$ cat config.mk
export PLATFORM = sky130hd
export DESIGN_NAME = rgb_to_bgr222_palette_builder
export DESIGN_NICKNAME = d
export VERILOG_FILES = /design/src/rtl/rbp_pkg.sv /design/src/rtl/rbp_ram.sv /design/src/rtl/rgb_to_bgr222_palette_builder.sv
export SDC_FILE = /design/constraint.sdc
export NUM_CORES = 1
export LEC_CHECK = 0
export BUFFER_PORTS_ARGS = -buffer_cell sky130_fd_sc_hd__buf_4
export CAP_MARGIN = 20
export CORE_ASPECT_RATIO = 0.9
export CORE_MARGIN = 3
export CORE_UTILIZATION = 25
export CTS_CLUSTER_DIAMETER = 60
export DETAILED_ROUTE_END_ITERATION = 16
export GPL_TIMING_DRIVEN = 0
export HOLD_SLACK_MARGIN = 0.1
export MAX_ROUTING_LAYER = met4
export PLACE_DENSITY_LB_ADDON = 0.1
export SLEW_MARGIN = 20
export SYNTH_ARGS = -nofsm -noshare
export SYNTH_HDL_FRONTEND = slang
export SYNTH_SLANG_ARGS = --single-unit
$ cat constraint.sdc
create_clock -name clk -period 5.9 [get_ports clk]
set_input_delay 1.18 -clock clk [delete_from_list [all_inputs] [get_ports clk]]
set_output_delay 1.18 -clock clk [all_outputs]
set_load 0.02 [all_outputs]
$ cat src/rtl/rbp_pkg.sv
// Shared types and constants for the RGB to BGR222 palette builder.
package rbp_pkg;

    localparam int CODE_W    = 6;
    localparam int NUM_CODES = 64;
    localparam int COUNT_W   = 7;
    localparam int SLOT_W    = 4;

    typedef struct packed {
        logic [7:0] red;
        logic [7:0] green;
        logic [7:0] blue;
        logic       first_pixel;
    } pixel_t;

    typedef struct packed {
        logic [CODE_W-1:0]  color_code;
        logic               is_new;
        logic [SLOT_W-1:0]  slot_index;
        logic               palette_overflow;
        logic [COUNT_W-1:0] unique_count;
        logic               too_many_colors;
    } result_t;

    typedef enum logic [0:0] {
        S_IDLE,
        S_LOOKUP
    } state_t;

endpackage

$ cat src/rtl/rbp_ram.sv
// Generic single-write, single-read synchronous RAM with a registered read.
module rbp_ram #(
    parameter int WIDTH = 8,
    parameter int DEPTH = 64
) (
    input  logic                     clk,
    input  logic                     we,
    input  logic [$clog2(DEPTH)-1:0] waddr,
    input  logic [WIDTH-1:0]         wdata,
    input  logic                     re,
    input  logic [$clog2(DEPTH)-1:0] raddr,
    output logic [WIDTH-1:0]         rdata
);

    logic [WIDTH-1:0] mem [DEPTH];

    always_ff @(posedge clk)
    begin
        if (we)
        begin
            mem[waddr] <= wdata;
        end
    end

    always_ff @(posedge clk)
    begin
        if (re)
        begin
            rdata <= mem[raddr];
        end
    end

endmodule

$ cat src/rtl/rgb_to_bgr222_palette_builder.sv
// Top level of the RGB888 to BGR222 palette builder.
//
// Usage:
//   A pixel request enters on pixel/pixel_valid/pixel_ready and one result
//   request leaves on result/result_valid/result_ready for every pixel.
//   The color code keeps the top two bits of each channel as BBGGRR.
//   A pixel with first_pixel set starts a new image: the presence map and
//   the distinct count are cleared before that pixel is looked up.
//   A code enters the palette when it is first seen and a slot is free;
//   slots fill in order, so the slot given equals the distinct count
//   before the pixel. A per-code RAM holds whether that code got a slot.
// Timing:
//   A pixel passes from the lookup state into the output register. No
//   new pixel is taken while one is in the lookup state, which uses the
//   registered read of the per-code RAM. A pixel may be accepted while
//   an earlier result still waits in the output register.
// Reset and stalls:
//   Reset empties the presence map, the count and the output register.
//   When the receiver stalls, the looked-up pixel waits in the lookup
//   stage, and no new pixel is taken until its result enters the output register.
module rgb_to_bgr222_palette_builder
    import rbp_pkg::*;
#(
    parameter int PALETTE_SLOTS = 16
) (
    input  logic    clk,
    input  logic    rst_n,
    input  logic    pixel_valid,
    output logic    pixel_ready,
    input  pixel_t  pixel,
    output logic    result_valid,
    input  logic    result_ready,
    output result_t result
);

    localparam logic [COUNT_W-1:0] SLOTS_LIMIT = COUNT_W'(PALETTE_SLOTS);

    state_t               state_reg, state_next;
    logic [NUM_CODES-1:0] seen_reg, seen_next;
    logic [COUNT_W-1:0]   count_reg, count_next;
    logic [CODE_W-1:0]    code_reg, code_next;
    logic                 result_valid_reg, result_valid_next;
    result_t              result_reg, result_next;

    logic              pixel_fire;
    logic              out_free;
    logic              finish;
    logic [CODE_W-1:0] pixel_code;
    logic              ram_in_pal;
    logic              seen_hit;
    logic              room_left;
    logic              write_pal;

    // Color code of the incoming pixel: blue, green, red top bits.
    assign pixel_code = {pixel.blue[7:6], pixel.green[7:6], pixel.red[7:6]};

    // Per-code RAM: one bit telling whether the code was given a slot when it
    // was first seen. Entries are meaningful only where the seen bit is set.
    rbp_ram #(
        .WIDTH (1),
        .DEPTH (NUM_CODES)
    ) u_pal_ram (
        .clk   (clk),
        .we    (finish & ~seen_hit),
        .waddr (code_reg),
        .wdata (write_pal),
        .re    (pixel_fire),
        .raddr (pixel_code),
        .rdata (ram_in_pal)
    );

    assign out_free  = ~result_valid_reg | result_ready;
    assign seen_hit  = seen_reg[code_reg];
    assign room_left = (count_reg < SLOTS_LIMIT);
    assign write_pal = room_left;

    always_comb
    begin
        state_next        = state_reg;
        seen_next         = seen_reg;
        count_next        = count_reg;
        code_next         = code_reg;
        result_next       = result_reg;
        result_valid_next = result_valid_reg & ~result_ready;
        pixel_ready       = 1'b0;
        pixel_fire        = 1'b0;
        finish            = 1'b0;

        case (state_reg)
            S_IDLE:
            begin
                pixel_ready = 1'b1;
                if (pixel_valid)
                begin
                    pixel_fire = 1'b1;
                    code_next  = pixel_code;
                    state_next = S_LOOKUP;
                    // A new image forgets every code seen so far.
                    if (pixel.first_pixel)
                    begin
                        seen_next  = '0;
                        count_next = '0;
                    end
                end
            end
            S_LOOKUP:
            begin
                if (out_free)
                begin
                    finish                   = 1'b1;
                    state_next               = S_IDLE;
                    result_valid_next        = 1'b1;
                    result_next.color_code   = code_reg;
                    result_next.is_new       = 1'b0;
                    result_next.slot_index   = '0;
                    result_next.palette_overflow = 1'b0;
                    if (seen_hit)
                    begin
                        // Known code: it is in the palette only if it got a slot.
                        result_next.palette_overflow = ~ram_in_pal;
                        result_next.unique_count     = count_reg;
                        result_next.too_many_colors  = (count_reg > SLOTS_LIMIT);
                    end
                    else
                    begin
                        // First sighting: the slot number is the count so far, if a slot is free.
                        seen_next[code_reg]          = 1'b1;
                        count_next                   = count_reg + 1'b1;
                        result_next.is_new           = room_left;
                        result_next.slot_index       = room_left ? count_reg[SLOT_W-1:0] : '0;
                        result_next.palette_overflow = ~room_left;
                        result_next.unique_count     = count_reg + 1'b1;
                        result_next.too_many_colors  = ((count_reg + 1'b1) > SLOTS_LIMIT);
                    end
                end
            end
            default:
            begin
                state_next = S_IDLE;
            end
        endcase
    end

    always_ff @(posedge clk or negedge rst_n)
    begin
        if (!rst_n)
        begin
            state_reg        <= S_IDLE;
            seen_reg         <= '0;
            count_reg        <= '0;
            result_valid_reg <= 1'b0;
        end
        else
        begin
            state_reg        <= state_next;
            seen_reg         <= seen_next;
            count_reg        <= count_next;
            result_valid_reg <= result_valid_next;
        end
    end

    always_ff @(posedge clk)
    begin
        code_reg   <= code_next;
        result_reg <= result_next;
    end

    assign result_valid = result_valid_reg;
    assign result       = result_reg;

`ifndef SYNTHESIS
    // The distinct count always matches the number of set presence bits.
    assert property (@(posedge clk) disable iff (!rst_n)
        $countones(seen_reg) == 32'(count_reg))
        else $error("distinct count disagrees with presence map");

    // A newly added code can never also be reported as an overflow.
    assert property (@(posedge clk) disable iff (!rst_n)
        result_valid && result.is_new |-> !result.palette_overflow)
        else $error("new code flagged as overflow");

    // An accepted pixel always moves into the lookup stage.
    assert property (@(posedge clk) disable iff (!rst_n)
        pixel_valid && pixel_ready |=> state_reg == S_LOOKUP)
        else $error("accepted pixel not looked up");

    // A finished lookup always leaves a valid result behind.
    assert property (@(posedge clk) disable iff (!rst_n)
        state_reg == S_LOOKUP && state_next == S_IDLE |=> result_valid)
        else $error("lookup finished without a result");
`endif

endmodule

## Yosys cells after proc, flatten, opt, wreduce, memory -nomap -nowiden

Memory sizes are Yosys's and may differ from the RTL's. A register that Yosys moved wholly into a read port is not among the register bits.
Index checks and enable logic that the tools add are counted.

| word-level totals | value |
|---|---|
| bits in registers | 99 |
| bits in writable memories | 64 |
| bits of input ports | 29 |
| output and inout port bits | 22 |
| word-level logic and storage cells | 63 |
| memories kept | 1 |

| operators by class | value |
|---|---|
| add/sub/neg operators | 1 |
| magnitude comparators | 5 |
| equality and inequality tests | 4 |
| multiplexer cells | 26 |
| bitwise logic cells | 10 |
| reductions and logical operators | 5 |

Memory list:

| name | words | bits a word | rd ports | clocked after Yosys merged registers in | write ports | RTL line | text |
|---|---|---|---|---|---|---|---|
| u_pal_ram.mem | 64 | 1 | 1 | 1 | 1 | rbp_ram.sv:15 | `logic [WIDTH-1:0] mem [DEPTH];` |

Operators by type and width:

| cell | number |
|---|---|
| 64-bit two-way mux | 4 |
| 64-bit case mux with 2 select lines | 1 |
| 64-bit OR | 1 |
| 7-bit two-way mux | 4 |
| 7-bit by 5-bit greater-than comparator with 1-bit output, second input constant | 2 |
| 7-bit case mux with 2 select lines | 1 |
| 1-bit two-way mux | 12 |
| 9-bit two-way mux | 1 |
| 7-bit by 1-bit adder with 7-bit output, second input constant | 1 |
| 6-bit by 7-bit < comparator with 1-bit output, second input constant | 1 |
| 7-bit by 5-bit < comparator with 1-bit output, second input constant | 1 |
| 1-bit binary-select mux with 6-bit select | 1 |
| 1-bit demux with 6-bit select | 1 |
| 6-bit by 1-bit >= comparator with 1-bit output, second input constant | 1 |
| 2-bit inequality test, second input constant | 3 |
| 1-bit NOT | 6 |
| 2-bit AND reduction | 2 |
| 4-bit AND reduction | 1 |
| 1-bit bitwise AND | 2 |
| 2-bit by 1-bit inequality test with 1-bit output, second input constant | 1 |
| 1-bit case mux with 2 select lines | 1 |
| 2-bit OR reduction | 1 |
| 1-bit logical AND | 1 |
| 1-bit OR | 1 |

## Longest topological paths before layout

Gate-level depths: netlist (run 1).

| logic depth | value |
|---|---|
| word-level depth | 8 |
| mapped depth | 11 |
| depth with buffers taken out | 7 |

## Modules after synthesis

From an unflattened synthesis (run 1), not the netlist that was laid out.

| second synthesis, totals | value |
|---|---|
| cell total of the unflattened synthesis | 602 |
| area total of the unflattened synthesis | 7657.3 um2 |

By module, submodules not included:

| module | instances | cells each | area an instance (um2) | seq. area each (um2) |
|---|---|---|---|---|
| rgb_to_bgr222_palette_builder | 1 | 398 | 4733.3 | 2607.5 |
| rbp_ram | 1 | 204 | 2924.1 | 1951.9 |

## Least setup slack after synthesis (run 1)

Ideal clock, no wire load.

| timing path | value |
|---|---|
| path kind | reg2reg |
| from | register count_reg[5] |
| to | memory u_pal_ram.mem[0], data pin |
| library setup time | 712 ps |
| arrival time | 3209 ps |
| required time | 5188 ps |
| slack | 1980 ps |
| stages on the path, launching flop included | 3 |
| path buffers | 1 |
| period minus slack after synthesis | 3920 ps |
| cells stage by stage | dfrtp_1 clkbuf_1 nor3_1 |

| between the ends | value |
|---|---|
| cells in the longest elaborated chain, start to end | 1 |

RTL lines:

| element | RTL line | text |
|---|---|---|
| start, declared | rgb_to_bgr222_palette_builder.sv:40 | `logic [COUNT_W-1:0] count_reg, count_next;` |
| start signal, assigned | rgb_to_bgr222_palette_builder.sv:157 | `count_reg <= count_next;` |
| 7-bit by 5-bit < comparator with 1-bit output | rgb_to_bgr222_palette_builder.sv:74 | `assign room_left = (count_reg < SLOTS_LIMIT);` |
| named net room_left | rgb_to_bgr222_palette_builder.sv:51 | `logic room_left;` |
| end, declared | rbp_ram.sv:15 |  |

The timed path passes the listed nets, and every way through them passes these cells.

## Final worst setup path (run 1)

| timing path | value |
|---|---|
| from | register code_reg[2] |
| to | memory u_pal_ram.mem[53] (enable) |

| between the ends | value |
|---|---|
| cells in the longest elaborated chain, start to end | 6 |

RTL lines:

| element | RTL line | text |
|---|---|---|
| start, declared | rgb_to_bgr222_palette_builder.sv:41 | `logic [CODE_W-1:0] code_reg, code_next;` |
| start signal, assigned | rgb_to_bgr222_palette_builder.sv:164 | `code_reg <= code_next;` |
| 1-bit binary-select mux with 6-bit select | rgb_to_bgr222_palette_builder.sv:73 | `assign seen_hit = seen_reg[code_reg];` |
| 1-bit two-way mux (not written as such) | rgb_to_bgr222_palette_builder.sv:73 |  |
| 1-bit NOT | rgb_to_bgr222_palette_builder.sv:64 | `.we (finish & ~seen_hit),` |
| 1-bit bitwise AND | rgb_to_bgr222_palette_builder.sv:64 |  |
| 1-bit two-way mux | rbp_ram.sv:19 | `if (we)` |
| 1-bit two-way mux (not written as such) | rbp_ram.sv:21 | `mem[waddr] <= wdata;` |

Parallel ways exist; a longest one is shown, timed or not. The select of a mux whose other input is x is not followed.

==> metrics.md, run 1 <==
| Metric | Value |
|---|---|
| Crit path top cell by count | nand4_1 |
| Total gr overflow | 0 |
| Int Pwr | 0.002505 W |
| Antenna-violating nets left | 0 |
| YS warnings | 0 |
| Setup WS post-layout | 1768 ps |
| WP depth | 9 |
| Seq/Total Area, Yosys | 0.6096 |
| Post-Syn Area | 0.007480 sq mm |
| Area contributors post-synth | edfxtp_1 (37%), dfrtp_1 (24%), mux4_2 (6.3%) |
| Area fraction of the dominant cell type after synthesis | 0.3653 |
| Worst Tran Pin Value | approximately 1100 ps |
| Unrepaired setup endpoints after global routing | no |
| Maxcap violations | 0 |
| Synth Flop Type | edfxtp_1 |
| # port buffers | 32 |
| Synth Area per Inst | 12.87 sq um |
| Critical path arrival | 4250 ps |
| Clk pwr share | 0.332 |
| Final setup fails | 0 |
| Final HPWL DP | 16460 um |
| Post-CTS Resized | 0 |
| Yosys reg bits | roughly 160 |
| Max Used Layer | met4 |
| Number of remaining DRC errors | 0 |
| Layout cells sized above 1 | 0.2209 |
| Drt first pass iters | 4 |
| Std-Cell Rows | 59 |
| Met3 routed WL | about 1300 um |
| Peak supply drop | around 0.2 mV |
| Comb power frac | 0.256 |
| Die area | 0.03203 sq mm |
| Req. time, crit path | 6020 ps |
| Count of final hold-check violations | 0 |
| Startpoint Class | flip-flop |
| Routed met2 length | 10900 um |
| Mapped Cells | approximately 580 |
| First-pass GRT wire length | 35670 um |
| Diodes inserted | 0 |
| Cell variety after synth | 63 |
| CTS clk-pin slew, worst paths | around 70 ps |
| Vias per inst | 4.813 |
| CP bufs+invs | 2 |
| TritonCTS clock tree | yes |
| Post-Layout Cell Count | roughly 1000 |
| Initial antenna violation count | 1 |
| Vias in the first global route | between 5000 and 6000 |
| Fmax achieved | 0.2420 GHz |
| Slowest Stage Delay on Critical Path | 760 ps |
| Top delay family on crit path | simple AND/OR/NAND/NOR gates |
| I/O Pins | 51 |
| Hold depth | 2 |
| DRT iter0 DRCs | 486 |
| WL final | 23700 um |
| Final Max Slew Viols | 0 |
| Most area-hungry cell type in the Yosys netlist | edfxtp_1 |
| Area grow syn2layout | 19.71% |
| CTS Buf Count | 17 |
| Final nets | 670 |
| CTS H-tree depth | 4 |
| Post-CTS Hold Fix Bufs | 0 |
| Worst min path class | reg -> reg |
| Placed Instance Area | 0.008302 sq mm |
| Wire per inst | 22.62 um |
| Synthesized Nets | between 600 and 700 |
| Critical Path Start | code_reg[2] |
| Critical Path Slowest Stage Cell | nand4_1 |
| GP Congestion | 0.8715 |
| Switching Fraction | 0.3308 |
| Met1 Wirelength | between 10000 and 15000 um |
| Lkg Pwr | 3.328 nW |
| Placed Cells | a little over 1000 |
| Crit Reg-Reg Startpoint | code_reg[2] |
| P_sw | 0.001239 W |
| Kind of critical path | reg -> reg |
| Slew HR | 0.2855 |
| Pwr dens | ~420 mW/mm^2 |
| Status | completed |
| Worst Min Path Start | seen_reg[35] |
| Crit-path cells | buf_2 > buf_6 > mux2i_1 > o22ai_1 > o21ai_0 > nand4_1 > nor4b_4 > nand4_1 > nor2_1 |
| Post-synth EDFFs | between 90 and 100 |
| Initial Utilization | 0.2565 |
| Post-synth ARST share | 0.4451 |
| Later-pin clock latency in the skew report | 440 ps |
| Register-to-Register Path Depth | 9 |
| DR vias | about 5000 |
| GRT Total Usage | 0.1568 |
| Largest net degree at the start of global routing | between 70 and 80 |
| Final min period | 4132 ps |
| Worst-case clock skew | 17.12 ps |
| Clk sinks | 164 |
| Die Span X | 188.3 um |
| Dpl ws | 1437 ps |
| Root Buffer | clkbuf_16 |
| Crit. End Element | flip-flop |
| Clk buf depth | 2 |
| # Post-CTS Setup Buffers | 0 |
| Period utilization | 0.7004 |
| Die H | 170.1 um |
| Reg power frac | 0.412 |
| Core ar. | 0.02916 sq mm |
| Crit-path max FO | 10 |
| Post-route cell area | just under 0.009 sq mm |
-- worst paths after layout --
kind / end / slack, ps
max in group asynchronous: state_reg / 4620
worst max register to register: u_pal_ram.mem[53] / 1770
worst max-delay path: u_pal_ram.mem[53] / 1770
min in group asynchronous: seen_reg[49] / 780
worst min-delay path: seen_reg[35] / 480
worst min register to register: seen_reg[35] / 480
-- layout by cell type (no fill, tap or decap), types with 18 or more instances in the layout --
cell and n:
clkbuf_1 27, o21ai_0 33, buf_4 36, mux2i_1 18, mux4_2 21, edfxtp_1 91, nor2_1 50, o21a_1 28
nand2_1 58, nor3_2 18, dfrtp_1 73
-- tightest hold or removal path, cell delays in order (launching register included) --
cell	delay [ps]
dfrtp_1	340
nand2_1	40
o21ai_0	60
-- routing by layer --
metal	GRT usage	up-vias
met4	0.04176	0
met5	-	-
met2	0.2366	133
li1	-	2298
met1	0.2134	2594
met3	0.03708	19
-- through the flow --
stage	hold WS (ps)	total power [W]	TNS, ps	utilization
floorplan	442.8	0.002096	0	-
global placement	458.0	0.002491	-47470	0.2817
detailed placement	470.1	0.002536	0	0.2847
CTS	484.9	0.003780	0	0.3069
global route	495.8	0.003910	0	0.3071
finish	479.0	0.003744	0	0.3071
-- final cells by class --
type,count,area [sq um]
Fill cell,2935,20210
Clock inverter,14,209.0
Multi-Input combinational cell,367,2683
Sequential cell,164,4559
Inverter,8,30.03
Clock buffer,18,439.2
Timing Repair Buffer,39,320.3
Tap cell,396,495.5
Buffer,42,217.7
-- cells by family (layout without fill, tap and decap cells) --
| logic type | count (synthesis) | count (layout) | synth area share |
|---|---|---|---|
| XOR/XNOR | 7 | 7 | 0.008197 |
| flip-flops | 164 | 164 | 0.6096 |
| AND/OR/NAND/NOR | 197 | 197 | 0.1437 |
| buffers and inverters | 50 | 121 | 0.03278 |
| adder cells (fa/ha/maj) | 2 | 2 | 0.003345 |
| multiplexers | 41 | 41 | 0.09033 |
| AO/OA/AOI/OAI | 120 | 120 | 0.1121 |
-- power groups by stage --
stage | combinational [W] | sequential, W | clock [W]
floorplan | 0.000473 | 0.00162 | 0
global placement | 0.000907 | 0.00158 | 0
detailed placement | 0.000969 | 0.00157 | 0
CTS | 0.000970 | 0.00154 | 0.00127
global route | 0.00104 | 0.00156 | 0.00131
finish | 0.000958 | 0.00154 | 0.00124
-- synthesized netlist by cell type, types with 12 or more instances --
master,instances
clkbuf_1,28
dfrtp_1,73
edfxtp_1,91
mux2i_1,18
mux4_2,21
nand2_1,58
nand3_1,13
nor2_1,50
nor3_1,12
nor3_2,17
o21a_1,28
o21ai_0,33
Note: power is estimated with default switching activity, not from simulation.
==> inputs of run 2 (changes only) <==
Clock period 5.9 ns to 3.85 ns, I/O delays scaled along.
==> run 2 against run 1 <==
Net effect: critical path depth up 1; final cell count up 0.38%; clock power up 39%; combinational power up 56%; die area unchanged; wire length down 0.47%; non-clock buffer count up 4; final area down 0.13%; clock-buffer cell count unchanged; power up 49%; clock skew down 6.6 ps; setup slack worse by 1500 ps; critical path type unchanged; highest routed layer unchanged.
==> metrics.md, run 2 (synthesis gave the netlist of run 1 again) <==
| Metric | Value |
|---|---|
| Die area | 0.03203 sq mm (unchanged) |
| # port buffers | 32 (unchanged) |
| Core ar. | 0.02916 sq mm (unchanged) |
| First-pass GRT wire length | 35670 um (about the same) |
| Crit. End Element | flip-flop |
| CTS Buf Count | 17 (unchanged) |
| Critical path endpoint | u_pal_ram.mem[58] |
| Final min period | 3627 ps (-505.5 ps) |
| I/O Pins | 51 (unchanged) |
| Period utilization | 0.9420 (+0.2416) |
| DR vias | 5111 (+1.3%) |
| Unrepaired setup endpoints after global routing | no |
| Fmax achieved | 0.2757 GHz (+14%) |
| Post-Layout Cell Count | 1052 (+0.38%) |
| Post-route cell area | 0.008942 sq mm (-0.13%) |
| Crit-path cells | buf_6 > nor2_1 > a221oi_1 > or3_1 > nand4_1 > nor4b_4 > buf_4 > nand2_1 > clkbuf_1 > nor2_1 |
| Lkg Pwr | 3.312 nW (-0.48%) |
| Die H | 170.1 um (unchanged) |
| Vias per inst | 4.858 (+0.94%) |
| Fin util | 0.3067 (-0.0003870) |
| Area grow syn2layout | 19.56% |
| Die Span X | 188.3 um (unchanged) |
| Critical path arrival | 3780 ps (-470 ps) |
| WL final | 23590 um (-0.47%) |
| R2R setup slack | 220 ps (-1540 ps) |
| Total power draw | 0.005576 W (+49%) |
| Wire per inst | 22.42 um (-0.85%) |
| Diodes inserted | 0 (unchanged) |
| Largest net degree at the start of global routing | 74 (unchanged) |
| Slowest Stage Delay on Critical Path | 730 ps (-30 ps) |
| Slew HR | 0.2951 (+0.009603) |
| Most common cell after layout, fill and taps aside | edfxtp_1 |
| Final nets | 674 (+0.60%) |
| Critical Path Start | code_reg[0] |
| Clk sinks | 164 (unchanged) |
| TritonCTS clock tree | yes |
| Final HPWL DP | 16320 um (-0.86%) |
| Number of remaining DRC errors | 0 (unchanged) |
| GP Congestion | 0.8905 (+2.2%) |
| Register area | 0.004559 sq mm (unchanged) |
| Vias in the first global route | 5213 (-0.67%) |
| Later-pin clock latency in the skew report | 430 ps (about the same) |
| Placed Cells | 1014 (-0.20%) |
| Setup TNS | 0 ps (unchanged) |
| Clk buf depth | 2 (unchanged) |
| Worst-case clock skew | 10.56 ps (-6.560 ps) |
| Req. time, crit path | 4010 ps (-2010 ps) |
| RR Endpoint | u_pal_ram.mem[58] |
| Worst min path class | in -> async |
| Drt first pass iters | 5 (+1) |
| Final Max Slew Viols | 0 (unchanged) |
| Crit path top cell by count | nor2_1 |
| Critical Path Slowest Stage Cell | clkbuf_1 |
| Status | completed |
| Multi-input gate area | 0.002694 sq mm (+0.42%) |
| CTS clk-pin slew, worst paths | 70 ps (about the same) |
| GRT Total Usage | 0.1556 (-0.001142) |
| Count of final hold-check violations | 0 (unchanged) |
| Maxcap violations | 0 (unchanged) |
| Filler cell count | 2960 (+0.85%) |
| Crit-path max FO | 10 (unchanged) |
| CTS H-tree depth | 4 (unchanged) |
| Post-CTS Hold Fix Bufs | 0 (unchanged) |
| Final setup fails | 0 (unchanged) |
| Layout cells sized above 1 | 0.2226 (+0.001702) |
| Std-Cell Rows | 59 (unchanged) |
| Antenna-violating nets left | 0 (unchanged) |
| DRT iter0 DRCs | 385 (-21%) |
| Crit Reg-Reg Startpoint | code_reg[0] |
| Pwr dens | 623.6 mW/mm^2 (+49%) |
| Total gr overflow | 0 (unchanged) |
| Most frequent cells in the layout | edfxtp_1 (91), dfrtp_1 (73), nand2_1 (58), nor2_1 (50), buf_4 (39) |
| Initial Utilization | 0.2565 (unchanged) |
| Register-to-Register Path Depth | 10 (+1) |
| Worst Tran Pin Value | 1057 ps (-14.40 ps) |
| Initial antenna violation count | 0 (-1) |
| Peak supply drop | 0.3040 mV (+52%) |
| Placed Instance Area | 0.008308 sq mm (about the same) |
| Kind of critical path | reg -> reg |
| Root Buffer | clkbuf_16 |
| Startpoint Class | flip-flop |
==> run 2: changes by cell type in the layout (fill, tap and decap cells not counted), sizes merged <==
cell      delta
clkinv       +2
inv          -2
bufinv       -2
clkinvlp     +2
buf          +4
==> run 2: worst min path at each step <==
| stage | end | slack, ps | cells after the start |
|---|---|---|---|
| 2_1_floorplan | seen_reg[58] | 440 | 2 |
| 3_3_place_gp | seen_reg[58] | 460 | 2 |
| 3_5_place_dp | seen_reg[6] | 470 | 2 |
| 4_1_cts | seen_reg[24] | 490 | 2 |
| 5_1_grt | seen_reg[27] | 440 | 1 |
| 6_report | seen_reg[27] | 360 | 1 |
==> run 2: final cells by class <==
type	count	share of cell area
clock buffers	18	0.04799
multi-input cells	367	0.3012
plain buffers	42	0.02435
well taps	396	0.05541
flip-flops and latches	164	0.5099
clock inverters	14	0.01693
repair buffers	43	0.04086
inverters	8	0.003358
==> run 2: layer usage <==
metal / track usage / vias up / wire (um)
met5: - / - / 0
met1: 0.2156 / 2668 / 11230
li1: - / 2305 / -
met4: 0.03852 / 0 / 295
met3: 0.02966 / 19 / 1107
met2: 0.2370 / 119 / 10960
==> run 2: critical path: cells and delay by family, from the launching register on <==
family	cells	cell delay (ps)
and+or+nand+nor	6	1520
buffers and inverters	3	1100
DFF	1	510
AOI/OAI and AO/OA	1	220
==> run 2: repair_timing <==
item                       CTS  global route
setup endpoints to repair   17             0
gates resized for setup      1             0
buffers inserted             6             0
==> run 2: through the flow <==
| step | worst slack, ps | hold WS [ps] |
|---|---|---|
| floorplan | 421.6 | 442.8 |
| global placement | -724.9 | 457.7 |
| detailed placement | -267.9 | 470.6 |
| CTS | 182.9 | 485.2 |
| global route | 37.02 | 438.4 |
| finish | 223.2 | 356.9 |
==> run 2: report_power, final <==
| part | total (W) | internal (W) | leakage [nW] | switching [W] |
|---|---|---|---|---|
| sequential | 0.00236 | 0.00223 | 1.83 | 0.000131 |
| clock | 0.00172 | 0.000966 | 0.279 | 0.000753 |
| combinational | 0.00149 | 0.000501 | 1.20 | 0.000992 |
